[src/rtl/core/etlm_pkg.sv]
// Shared types and constants for the event table list manager.
// Holds the command and status codes, the controller state type and the
// command/status structs between the controller and the datapath.
package etlm_pkg;

  // Command codes carried in the input word.
  typedef enum logic [1:0] {
    CMD_ALLOC  = 2'd0,
    CMD_FREE   = 2'd1,
    CMD_INSERT = 2'd2,
    CMD_REMOVE = 2'd3
  } cmd_t;

  // Status codes returned in the result word.
  localparam logic [1:0] ST_OK      = 2'd0;
  localparam logic [1:0] ST_INVALID = 2'd1;
  localparam logic [1:0] ST_EMPTY   = 2'd2;

  // Field widths of the stream words.
  localparam int unsigned CMD_W   = 2;
  localparam int unsigned IDX_W   = 8;
  localparam int unsigned STAT_W  = 2;
  localparam int unsigned COUNT_W = 9;
  localparam int unsigned IN_W    = 16;
  localparam int unsigned OUT_W   = 24;

  typedef enum logic [2:0] {
    S_INIT,
    S_IDLE,
    S_READ,
    S_PH1,
    S_PH2
  } state_t;

  // Commands from the controller to the datapath.
  typedef struct packed {
    logic init_wr;   // write one entry of the clearing pass
    logic latch_in;  // capture the accepted input word
    logic rd_en;     // read the link and flag memories
    logic ph1;       // first write phase
    logic ph2;       // second write phase, list registers and result load
  } ctrl_cmd_t;

  // Status from the datapath to the controller.
  typedef struct packed {
    logic init_last; // clearing pass is at its last entry
    logic out_free;  // result register can take a new word
  } ctrl_stat_t;

endpackage

[src/rtl/core/etlm_ctrl.sv]
// Controller state machine of the event table list manager.
// Depends on etlm_pkg for the state type and the command/status structs.
module etlm_ctrl (
  input  logic                clk,
  input  logic                rst,
  input  logic                s_tvalid,
  output logic                s_tready,
  input  etlm_pkg::ctrl_stat_t stat,
  output etlm_pkg::ctrl_cmd_t  cmd
);

  etlm_pkg::state_t state;
  etlm_pkg::state_t state_next;

  always_ff @(posedge clk) begin
    if (rst) begin
      state <= etlm_pkg::S_INIT;
    end else begin
      state <= state_next;
    end
  end

  always_comb begin
    state_next = state;
    case (state)
      etlm_pkg::S_INIT: begin
        if (stat.init_last) state_next = etlm_pkg::S_IDLE;
      end
      etlm_pkg::S_IDLE: begin
        if (s_tvalid) state_next = etlm_pkg::S_READ;
      end
      etlm_pkg::S_READ: state_next = etlm_pkg::S_PH1;
      etlm_pkg::S_PH1:  state_next = etlm_pkg::S_PH2;
      etlm_pkg::S_PH2: begin
        // The result can only be committed when the output register is free.
        if (stat.out_free) state_next = etlm_pkg::S_IDLE;
      end
      default: state_next = etlm_pkg::S_INIT;
    endcase
  end

  always_comb begin
    s_tready     = (state == etlm_pkg::S_IDLE);
    cmd.init_wr  = (state == etlm_pkg::S_INIT);
    cmd.latch_in = (state == etlm_pkg::S_IDLE) && s_tvalid;
    cmd.rd_en    = (state == etlm_pkg::S_READ);
    cmd.ph1      = (state == etlm_pkg::S_PH1);
    cmd.ph2      = (state == etlm_pkg::S_PH2) && stat.out_free;
  end

endmodule

[config.mk]
export PLATFORM = sky130hd
export DESIGN_NAME = etlm_ctrl
export DESIGN_NICKNAME = d
export VERILOG_FILES = /design/src/rtl/core/etlm_pkg.sv /design/src/rtl/core/etlm_ctrl.sv
export SDC_FILE = /design/constraint.sdc
export NUM_CORES = 1
export LEC_CHECK = 0
export ABC_AREA = 1
export BUFFER_PORTS_ARGS = -buffer_cell sky130_fd_sc_hd__clkbuf_2
export CAP_MARGIN = 20
export CORE_AREA = 2 2 39 41
export DETAILED_ROUTE_END_ITERATION = 16
export DIE_AREA = 0 0 41 43
export PLACE_DENSITY_LB_ADDON = 0.2
export SYNTH_ARGS = -nofsm -noshare
export SYNTH_HDL_FRONTEND = slang
export SYNTH_SLANG_ARGS = --single-unit
[constraint.sdc]
create_clock -name clk -period 1.45 [get_ports clk]
set_input_delay 0.0725 -clock clk [delete_from_list [all_inputs] [get_ports clk]]
set_output_delay 0.0725 -clock clk [all_outputs]
set_load 0.005 [all_outputs]
After elaboration in Yosys (flattened, before gate mapping)
Index checks and enable logic that the tools add are counted.

operators by class
  equality and inequality tests = 7
  multiplexer cells = 4
  reductions and logical operators = 4

operators with widths
  cell                  count
  $pmux W3 S5           1
  $mux W3               3
  $eq A3 B2 Y1 const B  2
  $ne A2 B2 Y1 const B  3
  $eq A3 B1 Y1 const B  1
  $eq A3 B3 Y1 const B  1
  $logic_not A3 Y1      1
  $reduce_and A3 Y1     1
  $logic_and A1 B1 Y1   2

word-level totals
  register bits = 3
  logic and storage cells = 16
  output and inout port bits = 6
  input bits = 5

Depth between registers and ports, before layout
  depth after elaboration = 3
  depth in mapped cells = 6

Worst setup path before layout
No wires, ideal clock.

  path type = flip-flop to flip-flop
  start point = register state[0]
  end point = register state[0]
  buffers on the path = 0
  setup slack = 0.598 ns
  setup time = 0.079 ns
  stages on the path, launching flop included = 5
  required time = 1.371 ns
  data arrival time = 0.773 ns
  clock period less this slack = 0.852 ns
  path through = dfxtp_1 inv_2 nor2_4 nand3_1 a211oi_2

on the way
  cells in the longest elaborated chain, start to end = 3
  elaborated cells between the ends (all ways) = 10

ends and longest elaborated chain
  what                                        line             RTL
  start, declared                             etlm_ctrl.sv:12  etlm_pkg::state_t state;
  start signal, assigned                      etlm_ctrl.sv:17  state <= etlm_pkg::S_INIT;
  start signal, assigned                      etlm_ctrl.sv:19  state <= state_next;
  $eq A3 B3 Y1, or another cell as far along  etlm_ctrl.sv:25  case (state)
  $ne A2 B2 Y1 (no source line)               --
  $reduce_and A3 Y1 (no source line)          --

Several ways; a longest one is shown, not always the timed one.
A chain may end at the register's enable or synchronous reset.

==> results by stage <==
Status:
- The run finished with clean final reports.

Cells and area:
- The total non-filler cell area in the finished layout is 298 um^2.
- 0 antenna diodes ended up in the layout.
- The largest registers in the layout are state x3.
- Relative to the synthesized area, the layout overhead comes to 47.8%.
- The number of flip-flops in the largest register is 3.
- Counting flops per register, the top entry is state.
- The final layout contains 51 nets.
- The layout cell share with drive strength beyond 1 is 40.0%.

Placed design:
- Routability-driven placement finished with a final weighted congestion of 0.732.
- After legalization and detailed placement, the total HPWL measured 396 um.
- The count of buffers added on input and output ports is 10.
- The minimum setup slack after placement is 0.470 ns.
- After detailed placement, the total cell area comes to 272 um^2.

Yosys:
- The gate count of the mapped netlist is 31.
- The post-synthesis sequential area ratio is 29.8%.
- The count of synthesis-stage warnings from yosys is 0.
- The flop and latch count out of synthesis is 3.
- The number of different library cells used by synthesis comes to 14.
- When the netlist entered floorplanning its net count stood at 36.
- The total standard cell area after synthesis is 201 um^2.
- A synthesized cell averages 6.50 um^2.

STA:
- Timing would allow up to 826 MHz.
- In the final timing run, aggregate negative setup slack is 0 ns.
- Setup repair after global routing left no endpoint under its margin.
- The count of pins over their slew limit is 0.
- The worst path uses 83.5% of the clock period.
- The post-route minimum period is 1.21 ns.
- For the final database, setup skew stands at 0.00346 ns.
- Setup violations remaining at the end of the flow were counted as 0.
- The final setup slack of the worst path is 0.240 ns.
- At the pin with the least slew margin, the transition time is 0.224 ns.
- The number of failing hold endpoints at the final stage is 0.
- The headroom to the max-slew limit is 85.0%.

Pwr:
- For this design the ratio of total power to cell area is 1050 nW/um^2.
- For this design the static power due to leakage is 0.173 nW.
- Across the VDD grid, the largest voltage drop is 0.000335 V.
- Total power for the finished layout comes to 0.313 mW.

Drt:
- Dividing the detail-routed via count by the number of cells gives 3.80.
- The count of nets left with antenna violations once routing finished came out at 0.
- The post-detailed-route wirelength per cell is 7.41 um.
- The first detailed-routing pass took 4 iterations.
- In the routed design, unresolved DRC markers number 0.
- The final route contains 232 vias.
- For this block, the initial DRC count from the detailed router was 2.
- The final routed wirelength across all metal layers is 452 um.

Clocking:
- After clock tree synthesis, the clock-pin slew on the worst setup and hold paths is 0.04 ns.
- The later pin in the worst-skew pair is clocked with a latency of 0.23 ns.
- Buffers added to address setup during post-CTS repair amount to 0.
- The CTS buffer count is 3.
- The clock net sink count is 3.
- The root buffer selected by CTS is sky130_fd_sc_hd__clkbuf_4.
- In this run, post-CTS hold repair placed 0 buffers.
- CTS built an H-tree with a depth of 1.
- TritonCTS built the clock tree.
- The count of instances resized after the clock tree is built is 0.
- The number of buffers between clock root and the deepest sink is 2.

GRT:
- The overall routing resource usage is 6.51%.
- The first global-routing pass estimated 738 um of wire.
- The via count of the first global-routing pass is 207.
- Entering global routing, the biggest net connects 8 pins.
- For this run the aggregate overflow at the end of global routing stands at 0.
- The number of antenna violations at the first check in global routing is 0.

Critical path:
- The type of destination of the critical path is an output port.
- The maximum fanout along the worst path is 5.
- The delay of the slowest cell on the worst path is 0.42 ns.
- The slowest stage of the critical path belongs to the cell sky130_fd_sc_hd__dfxtp_1.
- The top cell family by delay on the critical path is flip-flops.
- The critical path contains buffers and inverters numbering 2 combined.
- STA classifies the critical path startpoint as a flop.
- The required time of the critical path is 1.38 ns.
- The critical path goes through inv_1, nor4_1, clkbuf_2.
- The critical path is of the flop to output port type.
- STA puts the critical path data arrival time at 1.14 ns.

Floorplan:
- The overall die width is 41 um.
- The number of placement rows is 14.
- During I/O placement, the number of pins put on the boundary was 11.
- The chip height is 43 um.
- The floorplan die area is 1760 um^2.
- Once the floorplan was initialized, standard cells occupied 14.6% of the core.
- The core region is 1380 um^2.

Min path:
- The class of the tightest hold or removal check is input pin to flop.

Run:
- The count of max-cap constraint violations is 0.
[layout make-up]
class                   count  area [um^2]
multi-input cells          19          108
inverters                   9         33.8
flip-flops and latches      3         60.1
well taps                  16         20.0
repair buffers             10         50.0
clock buffers               4         26.3
fillers                   165         1090
[per-layer routing]
metal	global-route usage [%]	wire length (um)	vias up
li1	-	-	128
met1	7.32	212	94
met2	8.44	204	10
met3	1.57	36	0
met4	8.00	0	0
met5	0	0	-
[path summary, 6_finish.rpt]
| check | slack, ns | startpoint | depth (start not counted) | to |
|---|---|---|---|---|
| worst min-delay path | 0.05 | rst | 2 | state[1] |
| worst min register to register | 0.59 | state[1] | 2 | state[2] |
| worst max-delay path | 0.24 | state[2] | 3 | cmd[0] |
| worst max register to register | 0.51 | state[1] | 4 | state[0] |
[logic make-up (layout without fill, tap and decap cells)]
logic type | Yosys count | in the layout | synth area share, %
and+or+nand+nor | 17 | 17 | 44.7
AOI/OAI and AO/OA | 2 | 2 | 8.69
buffers and inverters | 9 | 23 | 16.8
DFF | 3 | 3 | 29.8
[cells in the final DEF, fill, tap and decap left out]
| cell | n |
|---|---|
| sky130_fd_sc_hd__nand3_2 | 1 |
| sky130_fd_sc_hd__nor3_1 | 1 |
| sky130_fd_sc_hd__nand3_1 | 3 |
| sky130_fd_sc_hd__dfxtp_1 | 3 |
| sky130_fd_sc_hd__nand4_1 | 1 |
| sky130_fd_sc_hd__nor2_1 | 3 |
| sky130_fd_sc_hd__nor2_4 | 1 |
| sky130_fd_sc_hd__inv_2 | 1 |
| sky130_fd_sc_hd__clkbuf_2 | 10 |
| sky130_fd_sc_hd__inv_1 | 8 |
| sky130_fd_sc_hd__clkbuf_1 | 1 |
| sky130_fd_sc_hd__a211oi_2 | 1 |
| sky130_fd_sc_hd__clkbuf_4 | 3 |
| sky130_fd_sc_hd__nand2_2 | 1 |
| sky130_fd_sc_hd__nand2_1 | 5 |
| sky130_fd_sc_hd__a21oi_1 | 1 |
| sky130_fd_sc_hd__nor4_1 | 1 |
[worst reg2reg max path: stages (launching register included)]
cell	delay (ns)
sky130_fd_sc_hd__dfxtp_1	0.43
sky130_fd_sc_hd__nor2_1	0.10
sky130_fd_sc_hd__nand3_1	0.12
sky130_fd_sc_hd__nand2_1	0.08
sky130_fd_sc_hd__a211oi_2	0.14
[stage by stage]
step           std cells  hold WS [ns]  utilization [%]
2_1_floorplan         31         0.142                -
3_3_place_gp          57         0.282             19.6
3_5_place_dp          57         0.285             19.6
4_1_cts               61        0.0393             21.5
5_1_grt               61        0.0641             21.5
6_report              61        0.0462             21.5
[cells in the mapped netlist]
library cell / count / area, um^2
sky130_fd_sc_hd__nand2_2: 1 / 6.26
sky130_fd_sc_hd__nor4_1: 1 / 6.26
sky130_fd_sc_hd__a21oi_1: 1 / 5.00
sky130_fd_sc_hd__nor3_1: 1 / 5.00
sky130_fd_sc_hd__nand3_2: 1 / 10.0
sky130_fd_sc_hd__nand2_1: 5 / 18.8
sky130_fd_sc_hd__nor2_1: 3 / 11.3
sky130_fd_sc_hd__a211oi_2: 1 / 12.5
sky130_fd_sc_hd__inv_1: 8 / 30.0
sky130_fd_sc_hd__nand3_1: 3 / 15.0
sky130_fd_sc_hd__nor2_4: 1 / 11.3
sky130_fd_sc_hd__nand4_1: 1 / 6.26
sky130_fd_sc_hd__inv_2: 1 / 3.75
sky130_fd_sc_hd__dfxtp_1: 3 / 60.1
[power by group]
part | leakage [nW] | switching [mW] | total [mW] | internal, mW
Clock | 0.0150 | 0.0393 | 0.142 | 0.103
Combinational | 0.134 | 0.0408 | 0.0725 | 0.0317
Sequential | 0.0246 | 0.00891 | 0.0985 | 0.0896
Total | 0.173 | 0.0890 | 0.313 | 0.224
Note: power is estimated with default switching activity, not from simulation.
